<file path="src/rtl/fha_pkg.sv">
// Shared types and constants for the first-fit heap allocator.
`timescale 1ns / 1ps

package fha_pkg;

  localparam int MAX_BLOCKS   = 64;
  localparam int IDX_W        = $clog2(MAX_BLOCKS);
  localparam int LINK_W       = IDX_W + 1;
  localparam int ADDR_W       = 30;
  localparam int HEAP_W       = 31;
  localparam int HEADER_BYTES = 32;
  localparam int SPLIT_SLACK  = 64;

  localparam logic [LINK_W-1:0] NO_LINK    = LINK_W'(MAX_BLOCKS);
  localparam logic [IDX_W-1:0]  LAST_STEP  = IDX_W'(MAX_BLOCKS - 1);
  localparam logic [HEAP_W-1:0] HEAP_LIMIT = HEAP_W'(64'd1 << ADDR_W);
  localparam logic [HEAP_W-1:0] HEAP_RESET = HEAP_W'(64'd1 << ADDR_W);
  localparam logic [ADDR_W-1:0] HDR        = ADDR_W'(HEADER_BYTES);

  localparam logic [1:0] STAT_OK      = 2'd0;
  localparam logic [1:0] STAT_OOM     = 2'd1;
  localparam logic [1:0] STAT_UNKNOWN = 2'd2;

  typedef struct packed {
    logic [ADDR_W-1:0] base;
    logic [ADDR_W-1:0] len;
    logic              vacant;
    logic [LINK_W-1:0] fwd;
    logic [LINK_W-1:0] back;
  } desc_t;

  typedef struct packed {
    logic             en;
    logic             ext;
    logic             fwd;
    logic             back;
    logic [IDX_W-1:0] addr;
    desc_t            data;
  } mem_wr_t;

  typedef struct packed {
    logic             set;
    logic             clr;
    logic [IDX_W-1:0] idx;
  } spare_op_t;

  typedef enum logic [3:0] {
    ST_IDLE,
    ST_PREP,
    ST_WALK,
    ST_SPLIT_J,
    ST_SPLIT_F,
    ST_SPLIT_I,
    ST_TAKE,
    ST_FREE_RDF,
    ST_FREE_NXT,
    ST_FREE_BK,
    ST_FREE_LINK
  } fsm_state_t;

endpackage

</file>
<file path="src/rtl/fha_mem.sv">
// Descriptor memory with per-field write mask and reset-value substitution.
`timescale 1ns / 1ps

module fha_mem (
  input  logic                          clk,
  input  logic                          rst_n,
  input  logic                          clr,
  input  logic [fha_pkg::ADDR_W-1:0]    init_len,
  input  fha_pkg::mem_wr_t              wr,
  input  logic [fha_pkg::IDX_W-1:0]     rd_addr,
  output fha_pkg::desc_t                rd_data
);

  fha_pkg::desc_t mem [fha_pkg::MAX_BLOCKS];

  logic [fha_pkg::MAX_BLOCKS-1:0] ext_v_r;
  logic [fha_pkg::MAX_BLOCKS-1:0] fwd_v_r;
  logic [fha_pkg::MAX_BLOCKS-1:0] back_v_r;

  fha_pkg::desc_t q_r;
  logic [2:0]     vq_r;
  logic           zero_q_r;

  always_ff @(posedge clk) begin
    if (wr.en) begin
      if (wr.ext) begin
        mem[wr.addr].base   <= wr.data.base;
        mem[wr.addr].len    <= wr.data.len;
        mem[wr.addr].vacant <= wr.data.vacant;
      end
      if (wr.fwd) begin
        mem[wr.addr].fwd <= wr.data.fwd;
      end
      if (wr.back) begin
        mem[wr.addr].back <= wr.data.back;
      end
    end
    q_r      <= mem[rd_addr];
    zero_q_r <= (rd_addr == '0);
  end

  always_ff @(posedge clk) begin
    if (!rst_n || clr) begin
      ext_v_r  <= '0;
      fwd_v_r  <= '0;
      back_v_r <= '0;
      vq_r     <= '0;
    end else begin
      if (wr.en && wr.ext)  ext_v_r[wr.addr]  <= 1'b1;
      if (wr.en && wr.fwd)  fwd_v_r[wr.addr]  <= 1'b1;
      if (wr.en && wr.back) back_v_r[wr.addr] <= 1'b1;
      vq_r <= {ext_v_r[rd_addr], fwd_v_r[rd_addr], back_v_r[rd_addr]};
    end
  end

  // unwritten fields read as the heap's initial layout
  always_comb begin
    rd_data = q_r;
    if (!vq_r[2]) begin
      rd_data.base   = '0;
      rd_data.len    = zero_q_r ? init_len : '0;
      rd_data.vacant = zero_q_r;
    end
    if (!vq_r[1]) rd_data.fwd  = zero_q_r ? fha_pkg::NO_LINK : '0;
    if (!vq_r[0]) rd_data.back = zero_q_r ? fha_pkg::NO_LINK : '0;
  end

endmodule

</file>
<file path="config.mk">
export PLATFORM = sky130hd
export DESIGN_NAME = fha_mem
export DESIGN_NICKNAME = d
export VERILOG_FILES = /design/src/rtl/fha_pkg.sv /design/src/rtl/fha_mem.sv
export SDC_FILE = /design/constraint.sdc
export NUM_CORES = 2
export LEC_CHECK = 0
export ABC_AREA = 0
export BUFFER_PORTS_ARGS = -buffer_cell sky130_fd_sc_hd__buf_2
export CELL_PAD_IN_SITES_DETAIL_PLACEMENT = 0
export CELL_PAD_IN_SITES_GLOBAL_PLACEMENT = 2
export CORE_UTILIZATION = 40
export CTS_CLUSTER_DIAMETER = 30
export DETAILED_ROUTE_END_ITERATION = 16
export PLACE_DENSITY = 0.66
export RECOVER_POWER = 50
export SKIP_CTS_REPAIR_TIMING = 1
export SLEW_MARGIN = 20
export SYNTH_ARGS = -nofsm -noshare
export SYNTH_HDL_FRONTEND = slang
export SYNTH_MEMORY_MAX_BITS = 65536
export SYNTH_SLANG_ARGS = --single-unit
</file>
<file path="constraint.sdc">
create_clock -name clk -period 5.3 [get_ports clk]
set_input_delay 0.795 -clock clk [delete_from_list [all_inputs] [get_ports clk]]
set_output_delay 0.795 -clock clk [all_outputs]
set_load 0.05 [all_outputs]
</file>
== After elaboration in Yosys (flattened, before gate mapping) ==
Memories as Yosys holds them, arrays and structs flattened. A register that Yosys moved wholly into a read port is not among the register bits.
Cells that the tools add are included.
Word-level totals
  bits in registers: 196
  bits in writable memories: 4800
  bits of input ports: 124
  output and inout port bits: 75
  logic and storage cells: 41
  memories kept: 1
Operators by class
  $lt $le $gt $ge: 3
  mux-type cells: 22
  bitwise gates (word level): 3
  reduce and logical (&&, ||, !) cells: 7
Memories
  mem: words 64, width 75, read ports 1, clocked after memory_dff 1, write ports 1, line fha_mem.sv:14  | fha_pkg::desc_t mem [fha_pkg::MAX_BLOCKS];
Operators by type and width (number)
  bitwise OR 64 bit: 3
  two-way mux 61 bit: 1
  two-way mux 30 bit: 1
  two-way mux 7 bit: 3
  binary-select mux 1 bit (select 6 bit): 3
  less-than comparator 6 x 7 -> 1 bit, second input constant: 2
  two-way mux 1 bit: 13
  demux 1 bit (select 6 bit): 1
  greater-or-equal comparator 6 x 1 -> 1 bit, second input constant: 1
  logical NOT 6 bit: 1
  logical AND 1 bit: 4
  logical NOT 1 bit: 1
  logical OR 1 bit: 1

== Logic depth before layout (Yosys ltp) ==
  depth in word-level cells: 5
  gate-level depth with buffers: 11
  depth with buffers taken out: 5

== Worst setup path before layout ==
No wires, ideal clock.
  kind: input to register
  start: input wr[80] (netlist bit)
  end: memory mem[32][14] (netlist bit) (enable)
  setup time: 482 ps
  arrival time: 4406 ps
  data required time: 4818 ps
  slack: 412 ps
  stages: 5
  path buffers: 3
  cell sequence: clkbuf_1 > or3b_2 > clkbuf_1 > clkbuf_1 > nor2_1
RTL lines
  from (decl): line fha_mem.sv:9  | input fha_pkg::mem_wr_t wr,
  to (decl): line fha_mem.sv:14
No word-level cell before the write port.

== Worst setup path in the final report ==
  start: input wr[77] (netlist bit)
  end: memory mem[46][21] (netlist bit) (enable)
No word-level cell before the write port.

==> flow_metrics.tcl <==
set metrics [dict create \
    status "finished, violations left" \
    violations "max-capacitance violations, max-slew violations" \
    synth_flop_cell "edfxtp_1" \
    ios 199 \
    arrival_ns 4.87 \
    first_pass_iters 6 \
    synthCells 9048 \
    switching_power_mw 23.97 \
    slew_viol_final 4953 \
    post-route-period-util 0.8014 \
    setup_viol 0 \
    synth-compound-area-share 0.04467 \
    irDropWorstVdd_mv 0.3962 \
    synth_top_family_by_area "multiplexers" \
    path_clk_slew_ns 0.04 \
    intPower_mw 91.98 \
    gp_congestion 0.7799 \
    start_util 0.4024 \
    clkPwrFrac 0.584 \
    num-fill-cells 38187 \
    synth_nets 9172 \
    critPathSlowestCell "clkbuf_2" \
    critPathMaxFanout 62 \
    cts_htree_levels 7 \
    cp_cell_sequence "clkbuf_1 -> nand2_1 -> or3_1 -> nor2_4 -> clkbuf_2" \
    finalHoldViolCount 0 \
    seq_power_share 0.383 \
    fmax_ghz 0.2354 \
    max_cap_violations 78 \
    timing.setup.tns_ns 0 \
    synth_xor_area_frac 0 \
    cts_root_buffer "clkbuf_16" \
    slowest_delay_ns 2.84 \
    wl_per_cell_microns 35.47 \
    yosys.area_share.simple 0.01330 \
    grt_pass1_wl_microns 845200 \
    clock_path_buffers 5 \
    wl_met2_microns 295200 \
    powerDensity_nw_per_um2 482.3 \
    swShare 0.2067 \
    area_growth_pct 24.66 \
    tightest_slew_ns 4.155 \
    drt-vias-per-instance 5.931 \
    cp.required_ns 5.92 \
    ys_ff_latch 5071 \
    drive_above_1_share 0.2991 \
    drt-total-wl_microns 618000 \
    m1WireLength_microns 248200 \
    syn_area_per_cell_sq_um 21.31 \
    critPathLaunchType "input pin" \
    seq_area_frac_synth 0.7756 \
    cts-buffers-inserted 1129 \
    holdWs_ns 0.1117 \
    synth_edf_count 4800 \
    endpoint_kind "flip-flop" \
    cts_tree "yes" \
    cellLeakagePower_nw 79.55 \
    grtUsageTotal 0.2543 \
    synth_area_sq_um 192800 \
    hpwl_microns 317300 \
    setup_ws_ns 1.053 \
    comb_power_share 0.033 \
    portBuffers 198 \
    top_layer "met5" \
    ys_warn_count 0 \
    wl_met3_microns 55290 \
    hold_class "input pin to flip-flop" \
    muxShareOfSynthArea 0.1502 \
    dp_worst_setup_slack_ns 1.227 \
    fin_skew_ns 0.07603 \
    vias 103354 \
    grt_pass1_vias 105623 \
    cts.sink_count 5071 \
    rsz0062_at_grt "false" \
    post-route-min-period_ns 4.247 \
    grt-ovfl-total 0 \
    critPathTopFamily "buffers and inverters" \
    nets 10309 \
    die_height_microns 696.3 \
    num_rows 254 \
    grt_max_degree 99 \
    die_area_sq_um 484900 \
    ys_types 56 \
    core_area_sq_um 479300 \
    max_slew_margin -1.770 \
    drtAntennaViolNets 0 \
    synth_fa_ha_area_frac 0 \
    clock_latency_ns 1.17 \
    critical_path_class "input pin to flip-flop" \
    die_w_microns 696.3 \
    path_buf_inv 2 \
    async_flop_share 0 \
    drcViolationCount 0 \
    drt_iter0_drc 13152 \
    ff2ff_setup_slack_ns 3.14 \
    antenna_found_initial 70 \
]
[power groups by stage]
stage                     registers, mW  clock network [mW]  logic, mW
after global placement             45.1                   0       3.76
final                              44.4                67.7       3.79
after CTS                          44.4                68.4       3.84
after global routing               44.4                70.4       3.99
after detailed placement           45.1                   0       3.82
after floorplan                    44.9                   0       2.14
[state kept, by name, indices dropped and copies added, names as in the netlist]
signal,cells
fwd_v_r,64
vq_r,3
ext_v_r,64
back_v_r,64
q_r,75
zero_q_r,1
mem,4800
[logic make-up (layout without fill, tap and decap cells)]
logic type	after synthesis	in the layout
buffers and inverters	553	2506
other	0	25
flip-flops	5071	5071
multiplexers	1676	1676
AO/OA/AOI/OAI	1190	1190
AND/OR/NAND/NOR	558	558
[area by class of cell]
type | instances | area (sq um) | share of cell area
Antenna cell | 25 | 62.56 | 0.0002602
Tap cell | 6400 | 8008 | 0.03331
Clock inverter | 618 | 7073 | 0.02942
Clock buffer | 1329 | 29890 | 0.1244
Timing Repair Buffer | 558 | 5079 | 0.02113
Inverter | 1 | 3.754 | 0.00001561
Sequential cell | 5071 | 149600 | 0.6222
Multi-Input combinational cell | 3424 | 40710 | 0.1693
[metrics by stage]
| step | cells | instance area [sq um] | util | power [mW] |
|---|---|---|---|---|
| floorplan | 9048 | 192800 | - | 47.06 |
| global placement | 15452 | 203500 | 0.4246 | 48.82 |
| detailed placement | 15453 | 203500 | 0.4247 | 48.90 |
| CTS | 17400 | 240500 | 0.5018 | 116.6 |
| global route | 17411 | 240400 | 0.5015 | 118.8 |
| finish | 17426 | 240400 | 0.5016 | 115.9 |
[layer usage]
layer  vias up  GRT usage
li1      40810          -
met1     55837     0.3454
met2      5585     0.4039
met3      1102    0.05703
met4        20    0.09198
met5         -          0
[worst register-to-register path, delay by kind of cell (launching register included)]
family             cells  cell delay (ns)
AOI/OAI and AO/OA      2             0.79
DFF                    1             0.34
muxes                  1             0.51
and+or+nand+nor        2             0.36
[worst paths after layout]
check                           startpoint                       end  cells past startpoint
setup / recovery                    wr[77]     mem[46][21]$_DFFE_PP_                      5
hold / removal                         clr  fwd_v_r[44]$_SDFFE_PP0P_                      3
setup reg to reg       mem[1][7]$_DFFE_PP_            q_r[7]$_DFF_P_                      5
hold reg to reg   ext_v_r[46]$_SDFFE_PP0P_  ext_v_r[46]$_SDFFE_PP0P_                      1
[cell usage after synthesis, types with 16 or more instances]
library cell | instances | area (sq um)
nand3_1 | 27 | 135.1
o221ai_1 | 55 | 481.7
a21oi_1 | 110 | 550.5
nor4_1 | 24 | 150.1
mux2i_1 | 616 | 6166
mux4_2 | 937 | 21100
a211o_1 | 61 | 534.3
buf_1 | 48 | 180.2
a211oi_1 | 161 | 1209
o21a_1 | 195 | 1464
nor2_1 | 240 | 900.9
a22o_1 | 104 | 910.9
a222oi_1 | 17 | 170.2
mux4_1 | 21 | 551.8
nand2b_1 | 18 | 112.6
nor2b_1 | 30 | 187.7
edfxtp_1 | 4800 | 144100
buf_2 | 81 | 405.4
nand2_1 | 120 | 450.4
o22ai_1 | 215 | 1345
buf_4 | 104 | 780.8
dfxtp_1 | 271 | 5425
clkbuf_1 | 248 | 930.9
and2_1 | 49 | 306.5
buf_6 | 64 | 720.7
o211ai_1 | 19 | 142.6
o21ai_0 | 59 | 295.3
nor3_1 | 16 | 80.08
a22oi_1 | 141 | 1059
a2111oi_0 | 17 | 148.9
mux2_2 | 102 | 1149
[cell usage in the layout (no fill, tap or decap), drive strengths merged, types with 5 or more instances in the layout]
cell | synthesis | final
o211a | 5 | 5
a21oi | 110 | 110
or2 | 5 | 5
a222oi | 17 | 17
nand2b | 18 | 18
clkbuf | 250 | 1415
diode | 0 | 25
a221oi | 5 | 5
and2 | 49 | 49
nor2 | 240 | 240
or3b | 7 | 7
mux4 | 958 | 958
inv | 0 | 55
a211oi | 161 | 161
a21o | 6 | 6
o221ai | 55 | 55
o21ai | 60 | 60
a2111oi | 17 | 17
o22ai | 215 | 215
mux2 | 102 | 102
or3 | 11 | 11
edfxtp | 4800 | 4800
nor2b | 30 | 30
bufinv | 0 | 133
o21a | 195 | 195
o211ai | 19 | 19
a211o | 61 | 61
clkinv | 1 | 316
a22o | 104 | 104
dfxtp | 271 | 271
nand2 | 120 | 120
nand3 | 27 | 27
mux2i | 616 | 616
a22oi | 141 | 141
nor4 | 24 | 24
clkinvlp | 0 | 115
buf | 302 | 472
nor3 | 16 | 16
Power figures use the tool's default switching activity.
