[src/rtl/fha_pkg.sv]
// Shared types and constants for the first-fit heap allocator.
`timescale 1ns / 1ps

package fha_pkg;

  localparam int MAX_BLOCKS   = 64;
  localparam int IDX_W        = $clog2(MAX_BLOCKS);
  localparam int LINK_W       = IDX_W + 1;
  localparam int ADDR_W       = 30;
  localparam int HEAP_W       = 31;
  localparam int HEADER_BYTES = 32;
  localparam int SPLIT_SLACK  = 64;

  localparam logic [LINK_W-1:0] NO_LINK    = LINK_W'(MAX_BLOCKS);
  localparam logic [IDX_W-1:0]  LAST_STEP  = IDX_W'(MAX_BLOCKS - 1);
  localparam logic [HEAP_W-1:0] HEAP_LIMIT = HEAP_W'(64'd1 << ADDR_W);
  localparam logic [HEAP_W-1:0] HEAP_RESET = HEAP_W'(64'd1 << ADDR_W);
  localparam logic [ADDR_W-1:0] HDR        = ADDR_W'(HEADER_BYTES);

  localparam logic [1:0] STAT_OK      = 2'd0;
  localparam logic [1:0] STAT_OOM     = 2'd1;
  localparam logic [1:0] STAT_UNKNOWN = 2'd2;

  typedef struct packed {
    logic [ADDR_W-1:0] base;
    logic [ADDR_W-1:0] len;
    logic              vacant;
    logic [LINK_W-1:0] fwd;
    logic [LINK_W-1:0] back;
  } desc_t;

  typedef struct packed {
    logic             en;
    logic             ext;
    logic             fwd;
    logic             back;
    logic [IDX_W-1:0] addr;
    desc_t            data;
  } mem_wr_t;

  typedef struct packed {
    logic             set;
    logic             clr;
    logic [IDX_W-1:0] idx;
  } spare_op_t;

  typedef enum logic [3:0] {
    ST_IDLE,
    ST_PREP,
    ST_WALK,
    ST_SPLIT_J,
    ST_SPLIT_F,
    ST_SPLIT_I,
    ST_TAKE,
    ST_FREE_RDF,
    ST_FREE_NXT,
    ST_FREE_BK,
    ST_FREE_LINK
  } fsm_state_t;

endpackage

[src/rtl/fha_spare.sv]
// Live-descriptor bitmap, spare counter and lowest-spare finder.
`timescale 1ns / 1ps

module fha_spare (
  input  logic                      clk,
  input  logic                      rst_n,
  input  logic                      clr,
  input  fha_pkg::spare_op_t        op,
  output logic                      avail,
  output logic [fha_pkg::IDX_W-1:0] spare_idx
);

  logic [fha_pkg::MAX_BLOCKS-1:0] live_r;
  logic [fha_pkg::IDX_W:0]        count_r;
  logic                           found;

  always_ff @(posedge clk) begin
    if (!rst_n || clr) begin
      live_r  <= fha_pkg::MAX_BLOCKS'(1);
      count_r <= (fha_pkg::IDX_W + 1)'(fha_pkg::MAX_BLOCKS - 1);
    end else if (op.set) begin
      live_r[op.idx] <= 1'b1;
      count_r        <= count_r - 1'b1;
    end else if (op.clr) begin
      live_r[op.idx] <= 1'b0;
      count_r        <= count_r + 1'b1;
    end
  end

  // lowest dead descriptor above entry 0
  always_comb begin
    found     = 1'b0;
    spare_idx = '0;
    for (int k = fha_pkg::MAX_BLOCKS - 1; k >= 1; k--) begin
      if (!live_r[k]) begin
        found     = 1'b1;
        spare_idx = fha_pkg::IDX_W'(k);
      end
    end
  end

  assign avail = found && (count_r != '0);

endmodule

[config.mk]
export PLATFORM = sky130hd
export DESIGN_NAME = fha_spare
export DESIGN_NICKNAME = d
export VERILOG_FILES = /design/src/rtl/fha_pkg.sv /design/src/rtl/fha_spare.sv
export SDC_FILE = /design/constraint.sdc
export NUM_CORES = 1
export LEC_CHECK = 0
export BUFFER_PORTS_ARGS = -buffer_cell sky130_fd_sc_hd__buf_2
export CAP_MARGIN = 20
export CORE_AREA = 2 2 92 94
export CTS_CLUSTER_SIZE = 8
export DETAILED_ROUTE_END_ITERATION = 16
export DIE_AREA = 0 0 94 96
export PLACE_DENSITY = 0.69
export SETUP_SLACK_MARGIN = 0.4
export SYNTH_ARGS = -nofsm -noshare
export SYNTH_HDL_FRONTEND = slang
export SYNTH_SLANG_ARGS = --single-unit
export TNS_END_PERCENT = 100
[constraint.sdc]
create_clock -name clk -period 2.09 [get_ports clk]
set_clock_uncertainty 0.2 [all_clocks]
set_input_delay 0.209 -clock clk [delete_from_list [all_inputs] [get_ports clk]]
set_output_delay 0.209 -clock clk [all_outputs]
set_load 0.05 [all_outputs]
==> Yosys cells after proc, flatten, opt, wreduce, memory -nomap -nowiden <==
Index checks and enable logic that the tools add are counted.
{ "word_totals": {"output_inout_bits": 7, "input_bits": 11, "reg_bits": 71, "word_cells": 147} }
{ "op_classes": {"n_lt_le_gt_ge": 2, "n_reduce_logical": 6, "muxes": 132, "n_addsub": 2, "bitwise": 3} }
{ "ops": {"columns": ["op", "n"], "rows": [
  ["2-to-1 mux 6 bit", 63],
  ["2-to-1 mux 64 bit", 2],
  ["AND 64 bit", 1],
  ["2-to-1 mux 1 bit", 64],
  ["inverter 64 bit", 1],
  ["bitwise OR 64 bit", 1],
  ["2-to-1 mux 7 bit", 2],
  ["adder 7 x 1 -> 7 bit, second input constant", 1],
  ["less-than comparator 6 x 7 -> 1 bit, second input constant", 1],
  ["nonzero test 7 bit", 1],
  ["subtractor 7 x 1 -> 7 bit, second input constant", 1],
  ["demux 1 bit (select 6 bit)", 1],
  ["greater-or-equal comparator 6 x 1 -> 1 bit, second input constant", 1],
  ["logical AND 1 bit", 2],
  ["nonzero test 2 bit", 1],
  ["zero test 1 bit", 1],
  ["logical OR 1 bit", 1]
]} }

==> Longest topological paths before layout <==
Gate-level depths: netlist of the first run.
{ "depth": {"word_depth": 64, "ltp_mapped": 9, "depth_no_buf": 7} }

==> Worst setup path before layout of the first run <==
OpenSTA, ideal clock, no wires.
{ "synth_timing": {"path_type": "register to output", "from": "reg with a tool-made name", "to": "out spare_idx[3] (netlist bit)", "path_buffers": 0, "stages_incl_launch_ff": 6, "t_required_ns": 1.681, "path_slack_ns": -0.658, "arrival_time_ns": 2.339, "path_cell_list": "dfxtp_1 nand4_1 or2_2 o21ai_0 nand3_1 a311oi_1"} }
{ "synth_lines": {"columns": ["item", "line", "text"], "rows": [
  ["end, declared", "fha_spare.sv:10", "output logic [fha_pkg::IDX_W-1:0] spare_idx"]
]} }

==> results of run 1 <==
==> power breakdown <==
part	internal, W	switching, W
combinational	0.000102	0.000177
sequential	0.00134	0.0000118
clock	0.000447	0.000489
==> critical path, stage by stage, from the launching register on <==
cell and delay, ps:
dfxtp_2 390, nand3_2 110, or4_4 530, nand3b_4 190
nor3_4 210, a21oi_2 60, buf_6 170
==> cell usage after synthesis, types with 3 or more instances <==
cell type / n
nor2_1: 98
nand4_1: 21
a21oi_1: 32
o21ai_0: 35
or3_1: 17
a2111oi_0: 3
ha_1: 5
buf_2: 3
dfxtp_1: 70
a211oi_1: 5
inv_1: 14
clkbuf_1: 17
o211ai_1: 4
nand3b_1: 5
mux2i_1: 43
a311oi_1: 5
nand2_1: 39
nor2b_1: 5
nand2b_1: 14
xor2_1: 3
nand3_1: 12
a31oi_1: 7
nor3_1: 7
==> final cells by class <==
type	instances	area share [%]
Multi-Input combinational cell	398	52.4
Sequential cell	70	28.5
Timing Repair Buffer	78	12.4
Clock buffer	12	2.83
Tap cell	105	2.56
Inverter	14	1.12
Clock inverter	2	0.195
==> cell families (layout without fill, tap and decap cells) <==
family | after synthesis | after routing | synth area share, %
AOI/OAI and AO/OA | 108 | 108 | 16.6
adders and majority gates | 6 | 6 | 2.10
and+or+nand+nor | 235 | 235 | 29.3
buffers and inverters | 39 | 106 | 3.98
xor gates and xnor gates | 5 | 5 | 1.11
DFF | 70 | 70 | 35.6
muxes | 44 | 44 | 11.2
==> how the worst max path moves through the flow <==
stage | start | to | slack [ps] | cells after the start
2_1_floorplan | flop | spare_idx[5] | 170 | 4
3_3_place_gp | flop | avail | -20 | 6
3_5_place_dp | flop | avail | -60 | 6
4_1_cts | flop | avail | -290 | 6
5_1_grt | flop | avail | -420 | 6
6_report | flop | avail | -330 | 6
==> per-layer routing <==
layer	vias up	part of all wire (%)	track usage [%]
li1	1946	-	-
met1	1997	43	32.6
met2	132	48	44.5
met3	32	5.4	4.70
met4	0	3.1	11.4
met5	-	0	0
==> per-stage QoR <==
step	setup TNS, ps	setup WS [ps]	cell area (um^2)
2_1_floorplan	0	169	4120
3_5_place_dp	-92.6	-62.1	4470
3_3_place_gp	-36.1	-18.7	4470
5_1_grt	-2150	-421	5130
4_1_cts	-1370	-294	4990
6_report	-1700	-331	5130
==> timing repair <==
action / CTS / global route
gates resized for setup: 59 / 24
endpoints found under the hold margin: 6 / 0
hold buffers: 2 / 0
buffers inserted: 22 / 4
setup endpoints to repair: 9 / 14
gates cloned: 0 / 0
pin swaps: 25 / 14
==> key figures, run 1 <==
Status
  – Outcome: finished, violations left
  – Failing checks: setup timing

Logic synthesis
  – Post-synth ARST share: 0%
  – Mapped Nets: 524
  – Synth area leaders: dfxtp_1, mux2i_1, nor2_1, o21ai_0, a21oi_1
  – Sequential share of the synthesized area: 35.6%
  – Synth Area per Inst: 7.76 um^2
  – Yosys top cell by area: dfxtp_1
  – Predominant post-synthesis flop cell: dfxtp_1
  – Post-Syn Instances: ~500
  – Yosys warnings: 0
  – Number of synthesized register bits: 70
  – Yosys cell types: 55
  – EDFF count, synth: 0
  – Synth Cell Area: 3930 um^2
  – Yosys top cell area share: 35.6%

Setup path
  – Reg2reg start: count_r[1]
  – Kind of critical path: flop to output port
  – R2R setup slack: 270 ps
  – Critical path required time: 1680 ps
  – Startpoint class of the critical path: flop
  – Worst Reg-to-Reg Cells: 7
  – Worst Path Arrival: 2010 ps
  – Worst Setup End Kind: output port
  – CP Max Fanout: 5
  – Worst R2R End: count_r[6]

Layout
  – Layout cells sized above 1: 31.2%
  – Final non-filler cell total: 679
  – Most common cell after layout, fill and taps aside: nor2_1
  – Layout net count: 588
  – Fin util: 63.7%
  – FF/Latch Area: approximately 1500 um^2
  – Filler cells: 692
  – ANT cells: 0
  – Syn-to-layout area delta: 30.4%
  – Most frequent cells in the layout: nor2_1, buf_4, mux2i_1
  – Area occupied by multi-input gates: 2690 um^2

Clocking
  – # H-tree levels: 3
  – Clock latency on the worst-skew pair: 350 ps
  – Clk slew on worst S/H paths: ~70 ps
  – Root Buffer: clkbuf_8
  – Total CTS buffers: 9
  – CTS Buffer Depth: 2
  – TritonCTS clock tree: done
  – Clock Sinks: 70

Min path
  – Hold Startpoint: rst_n
  – WHS Path Cells: 3
  – Hold endpoint: count_r[1]
  – Hold Crit Class: input pin to flop

GRT
  – Gr ovfl total: 0
  – First-pass GRT wire length: 18300 um
  – GR Util All Layers: 26.2%
  – Initial antenna violation count: 0
  – Largest net degree at the start of global routing: 67
  – Vias in the first global route: 3742

Floorplan
  – Core Box Area: 8050 um^2
  – Die W: 94 um
  – Die Area: 9020 um^2
  – Initial Util: 48.8%
  – Die Y: 96 um
  – Cell Rows: 33
  – IO Pins: 18

Timing
  – RSZ-0062 raised after global routing: true
  – Worst setup margin: -331 ps
  – Worst hold slack: 28.4 ps
  – Final min period: 2420 ps
  – Slew HR: approximately 67%
  – FMAX: 413 MHz
  – Fin. Hold Viols: 0
  – Worst-Margin Slew: 489 ps
  – Final setup viols: 7
  – Fin. max-slew vios: 0
  – Final worst-path cycle share: 116%

Drt
  – Initial DRT Pass Iterations: 5
  – Routed Antenna Nets: 0
  – Initial DRC count: a little under 300
  – Wire per inst: roughly 17 um
  – Final routed DRC violation total: 0
  – Routed WL: 11600 um
  – Vias: 4107
  – Vias/cell: 6.05

Placement
  – Post-DP HPWL: 7490 um
  – Buffers on Ports: 17
  – Final RePlAce weighted congestion: about 0.88
  – Placed Cells: 637

Pwr
  – Worst VDD drop: 0.300 mV
  – Pwr dens: 501 nW/um^2
  – Total power: 0.00257 W
  – Leak Pwr: 1.66 nW

Job
  – Max Cap Viol: 0
Note: power is estimated with default switching activity, not from simulation.
==> run 2: changes to the inputs <==
Settings changed: CORE_AREA 2 2 92 94 to 2 2 129 131, DIE_AREA 0 0 94 96 to 0 0 131 133, PLACE_DENSITY 0.69 to 0.42.
==> run 2 against run 1 <==
  * The run still ends with setup timing left
  * Flip-flop and latch count unchanged
  * Worst hold slack got worse by 8.0 ps
  * Clock power increased by 51%
  * Final cell count increased by 19%
  * Power increased by 19%
  * First-iteration DRC count decreased by 28%
  * Largest cell class unchanged
  * Maximum frequency decreased by 0.90%
  * Clock-buffer cell count unchanged
==> key figures, run 2 (synthesized netlist as in run 1, its figures left out) <==
Setup path
  – Critical path required time: 1680 ps (about the same)
  – R2R setup slack: 260 ps (about the same)
  – Startpoint class of the critical path: flop
  – Kind of critical path: flop to output port
  – Worst Setup End Kind: output port
  – CP Max Fanout: 2 (-3)
  – Worst Path Arrival: 2030 ps (+20 ps)

Job
  – Max Cap Viol: 0 (unchanged)

Timing
  – Final setup viols: 7 (unchanged)
  – Slew HR: 65.6% (-1.7 points)
  – Final worst-path cycle share: 117% (+1.1 points)
  – Final min period: 2440 ps (+22.1 ps)
  – Worst-Margin Slew: 514 ps (+25.7 ps)
  – FMAX: 409 MHz (-0.90%)
  – Fin. Hold Viols: 0 (unchanged)
  – RSZ-0062 raised after global routing: true
  – Worst setup margin: -353 ps (-22.1 ps)
  – Fin. max-slew vios: 0 (unchanged)

Drt
  – Routed wl met2: 6180 um (+10%)
  – Initial DRC count: 211 (-28%)
  – Wire per inst: 16.3 um (-4.7%)
  – Initial DRT Pass Iterations: 4 (-1)
  – Met3 wire len: 478 um (-23%)
  – Vias: 3965 (-3.5%)
  – Final routed DRC violation total: 0 (unchanged)
  – Vias/cell: 4.89 (-19%)
  – M1 WL: 6340 um (+27%)
  – Routed WL: 13200 um (+14%)
  – Routed Antenna Nets: 0 (unchanged)
  – Top Metal Used: met4

Layout
  – Filler cells: 1698 (+150%)
  – Most common cell after layout, fill and taps aside: nor2_1
  – Layout net count: 605 (+2.9%)
  – Most frequent cells in the layout: nor2_1, buf_4, mux2i_1
  – Syn-to-layout area delta: 38.7%
  – Layout cells sized above 1: 32.1% (+0.96 points)
  – ANT cells: 0 (unchanged)
  – Final non-filler cell total: 811 (+19%)

Min path
  – Hold Crit Class: input pin to flop

Floorplan
  – Core Box Area: 16200 um^2 (+100%)
  – Die Area: 17400 um^2 (+93%)
  – Die W: 131 um (+39%)
  – Cell Rows: 47 (+42%)
  – Die Y: 133 um (+39%)
  – IO Pins: 18 (unchanged)
  – Initial Util: 24.3% (-25 points)

Clocking
  – Clock latency on the worst-skew pair: 340 ps (about the same)
  – # H-tree levels: 3 (unchanged)
  – Root Buffer: clkbuf_16
  – Total CTS buffers: 9 (unchanged)
  – TritonCTS clock tree: done
  – Clk slew on worst S/H paths: 60 ps (about the same)
  – Clock Sinks: 70 (unchanged)
  – CTS Buffer Depth: 2 (unchanged)

Pwr
  – Leak Pwr: 1.78 nW (+6.7%)
  – Worst VDD drop: 0.364 mV (+22%)
  – Psw: 0.000787 W (+16%)
  – Pwr dens: 561 nW/um^2 (+12%)
  – Clock share of power: 45.9% (+9.5 points)
  – Total power: 0.00306 W (+19%)
  – Seq pwr share: 44.3% (-8.4 points)
  – Int Power: 0.00228 W (+20%)
  – Gate power share: 9.8% (-1.1 points)
  – Sw Share: 25.7% (-0.70 points)

GRT
  – First-pass GRT wire length: 21000 um (+15%)
  – Vias in the first global route: 3815 (+2.0%)
  – Gr ovfl total: 0 (unchanged)
  – GR Util All Layers: 15.8% (-10 points)
  – Largest net degree at the start of global routing: 64 (-4.5%)
  – Initial antenna violation count: 0 (unchanged)

Placement
  – Final RePlAce weighted congestion: 0.819 (-6.5%)
  – Post-DP HPWL: 9130 um (+22%)
  – Placed Cells: 785 (+23%)
  – Pre-CTS WS: -105 ps (-43.0 ps)
  – Buffers on Ports: 17 (unchanged)

Status
  – Outcome: finished, violations left
  – Failing checks: setup timing
==> run 2: cell count changes in the layout (fill, tap and decap cells not counted), sizes merged <==
cell  before  now
buf       76   93
==> run 2: what timing repair did <==
action / in CTS / in global routing
endpoints found under the hold margin: 6 / 0
hold buffers: 2 / 0
resized for setup: 56 / 10
buffers inserted: 6 / 4
setup endpoints to repair: 9 / 15
pin swaps: 22 / 16
==> run 2: metrics by stage <==
stage / cell area [um^2] / hold slack [ps] / TNS [ps] / utilization (%)
CTS: 5380 / 14.3 / -1890 / 33.2
global placement: 4860 / 266 / -240 / 30.1
detailed placement: 4860 / 271 / -204 / 30.1
finish: 5460 / 20.4 / -1630 / 33.7
floorplan: 4120 / 135 / 0 / -
global route: 5460 / 16.5 / -2200 / 33.7
==> run 2: worst max-delay path: stages, from the launching register on <==
cell      delay [ps]
dfxtp_2          320
nand4_1          180
or4_4            580
nand3b_4         200
nor3_4           190
a21oi_2           50
buf_6            170
==> run 2: layout make-up <==
cell class | count | area [um^2] | area share, %
multi-input cells | 398 | 2670 | 49.0
flip-flops and latches | 70 | 1450 | 26.6
repair buffers | 95 | 743 | 13.6
well taps | 220 | 275 | 5.05
clock buffers | 12 | 246 | 4.52
inverters | 14 | 57.6 | 1.06
clock inverters | 2 | 10.0 | 0.183
==> run 2: layer usage <==
| layer | GRT usage [%] | vias to the layer above |
|---|---|---|
| li1 | - | 1978 |
| met1 | 21.7 | 1907 |
| met2 | 24.9 | 68 |
| met3 | 3.40 | 12 |
| met4 | 4.67 | 0 |
| met5 | 0 | - |
==> run 2: final timing paths <==
check | from | to | depth (start not counted)
worst max-delay path | flop | avail | 6
worst min-delay path | rst_n | count_r[6] | 3
worst max register to register | count_r[1] | count_r[6] | 7
worst min register to register | flop | flop | 2
==> run 2: power by group through the flow <==
stage               registers, W  clock network, W  logic (W)
CTS                      0.00135           0.00145   0.000290
global placement         0.00139                 0   0.000278
global route             0.00136           0.00151   0.000330
floorplan                0.00138                 0   0.000188
finish                   0.00136           0.00141   0.000300
detailed placement       0.00139                 0   0.000282
==> run 3: changes to the inputs <==
Settings changed: PLACE_DENSITY 0.42 to not set, PLACE_DENSITY_LB_ADDON set to 0.25.
Clock period 2.09 ns to 2.5 ns, I/O delays scaled along.
==> run 3 against run 2 <==
  * The run still ends with setup timing left
  * Register-to-register slack better by 330 ps
  * Non-clock buffer count down 48
  * Die area unchanged
  * First-iteration DRC count down 19%
  * Sequential share of layout area up 2.1 points
  * Critical path depth unchanged
  * Setup slack better by 350 ps
  * Clock power down 18%
==> key figures, run 3 (synthesized netlist as in run 1, its figures left out) <==
Status
  – Outcome: finished, violations left
  – Failing checks: setup timing

Timing
  – Final min period: 2510 ps
  – RSZ-0062 raised after global routing: true
  – Worst setup margin: -8.20 ps (+345 ps)
  – Worst-Margin Slew: 569 ps (+54.9 ps)
  – Slew HR: 62.0% (-3.6 points)
  – Fin. max-slew vios: 0 (unchanged)
  – Fin. Hold Viols: 0 (unchanged)
  – Final worst-path cycle share: 100%
  – Final setup viols: 1 (-6)
  – FMAX: 399 MHz

Pwr
  – Pwr dens: 491 nW/um^2 (-13%)
  – Worst VDD drop: 0.331 mV (-9.0%)
  – Total power: 0.00250 W (-18%)
  – Psw: 0.000622 W (-21%)
  – Gate power share: 8.7% (-1.1 points)
  – Clock share of power: 46.2% (+0.3 points)
  – Leak Pwr: 1.56 nW (-12%)
  – Int Power: 0.00188 W (-17%)
  – Sw Share: 24.9% (-0.81 points)
  – Seq pwr share: 45.1% (+0.8 points)

Setup path
  – Slowest CP cell: or4_4
  – Startpoint class of the critical path: flop
  – Worst Setup End Kind: output port
  – CP delay by family, top: simple AND/OR/NAND/NOR gates
  – Kind of critical path: flop to output port
  – Max stage delay on crit path: 550 ps (-30 ps)
  – Worst Path Arrival: 2060 ps (+30 ps)
  – Critical path required time: 2050 ps (+370 ps)
  – Worst Path Buf+Inv: 1 (unchanged)
  – Crit-path cells: nand3_4, or4_4, nand3b_4, nor3_4, a21oi_1, buf_4
  – CP Max Fanout: 6 (+4)

Layout
  – Most frequent cells in the layout: nor2_1, mux2i_1, nand2_1
  – Post-route cell area: 5090 um^2 (-6.7%)
  – Layout cells sized above 1: 25.6% (-6.6 points)
  – Area occupied by multi-input gates: 2670 um^2 (-0.14%)
  – Most common cell after layout, fill and taps aside: nor2_1
  – Syn-to-layout area delta: 29.5%
  – Filler cells: 1701 (+0.18%)
  – Fin util: 31.5% (-2.2 points)
  – Layout net count: 557 (-7.9%)
  – FF/Latch Area: 1460 um^2 (+0.86%)
  – Final non-filler cell total: 763 (-5.9%)
  – ANT cells: 0 (unchanged)

Clocking
  – TritonCTS clock tree: done
  – CTS Buffer Depth: 2 (unchanged)
  – Root Buffer: clkbuf_16
  – Clock Sinks: 70 (unchanged)
  – Clk slew on worst S/H paths: 60 ps (about the same)
  – Clock latency on the worst-skew pair: 340 ps (about the same)
  – # H-tree levels: 3 (unchanged)
  – Total CTS buffers: 9 (unchanged)

Floorplan
  – IO Pins: 18 (unchanged)
  – Die Y: 133 um (unchanged)
  – Die W: 131 um (unchanged)
  – Cell Rows: 47 (unchanged)
  – Die Area: 17400 um^2 (unchanged)
  – Initial Util: 24.3% (unchanged)
  – Core Box Area: 16200 um^2 (unchanged)

GRT
  – Vias in the first global route: 3617 (-5.2%)
  – First-pass GRT wire length: 18600 um (-11%)
  – Gr ovfl total: 0 (unchanged)
  – GR Util All Layers: 14.0% (-1.9 points)
  – Initial antenna violation count: 0 (unchanged)
  – Largest net degree at the start of global routing: 28 (-56%)

Drt
  – Vias/cell: 4.96 (+1.4%)
  – Initial DRC count: 170 (-19%)
  – Wire per inst: 15.6 um (-4.2%)
  – Vias: 3783 (-4.6%)
  – Routed Antenna Nets: 0 (unchanged)
  – Final routed DRC violation total: 0 (unchanged)
  – Routed WL: 11900 um (-9.9%)
  – Initial DRT Pass Iterations: 5 (+1)

Placement
  – Placement Cell Area: 4350 um^2 (-11%)
  – Post-DP HPWL: 8000 um (-12%)
  – Pre-CTS WS: 79.2 ps (+184 ps)
  – Placed Cells: 730 (-7.0%)
  – Buffers on Ports: 17 (unchanged)
  – Final RePlAce weighted congestion: 0.835 (+1.9%)

Min path
  – Hold Crit Class: input pin to flop

Job
  – Max Cap Viol: 0 (unchanged)
[run 3: area by class of cell]
class / count / share of cell area (%)
clock inverter: 2 / 0.197
tap: 220 / 5.41
multi-input combinational: 398 / 52.4
sequential: 70 / 28.7
inverter: 14 / 1.03
timing repair buffer: 47 / 7.40
clock buffer: 12 / 4.84
[run 3: routing by layer]
layer | share of wire (%) | GRT usage, %
met1 | 46 | 17.8
met2 | 47 | 22.2
met3 | 4.2 | 3.11
met4 | 3.2 | 6.62
met5 | 0 | 0
[run 3: worst reg2reg max path: cells and delay by family, from the launching register on]
family / cells / cell delay, ps
AO/OA/AOI/OAI: 2 / 390
adder cells (fa/ha/maj): 1 / 380
flip-flops: 1 / 360
AND/OR/NAND/NOR: 2 / 210
XOR/XNOR: 1 / 160
buffers and inverters: 1 / 100
[run 3: worst paths after layout]
check | from | end | slack (ps) | depth (start not counted)
min reg2reg | flop | flop | 300 | 2
max | flop | avail | -8 | 6
max reg2reg | count_r[0] | count_r[6] | 590 | 7
min | op[0] | flop | 20 | 3
[run 3: stage by stage]
step,setup TNS [ps],hold slack (ps)
finish,-8.20,22.4
global route,-58.4,37.1
CTS,-19.1,15.6
detailed placement,0,299
global placement,0,285
floorplan,0,176
[run 3: power by group through the flow]
| stage | registers, W | clock network [W] | logic [W] |
|---|---|---|---|
| after floorplan | 0.00116 | 0 | 0.000153 |
| after global placement | 0.00116 | 0 | 0.000212 |
| after detailed placement | 0.00116 | 0 | 0.000214 |
| after CTS | 0.00113 | 0.00119 | 0.000217 |
| after global routing | 0.00113 | 0.00124 | 0.000240 |
| final | 0.00113 | 0.00115 | 0.000217 |
[run 3: what timing repair did]
item | CTS | global route
pin swaps | 15 | 19
hold buffers | 1 | 0
resized for setup | 64 | 43
buffers inserted | 12 | 6
endpoints found under the setup margin | 7 | 7
endpoints found under the hold margin | 4 | 0
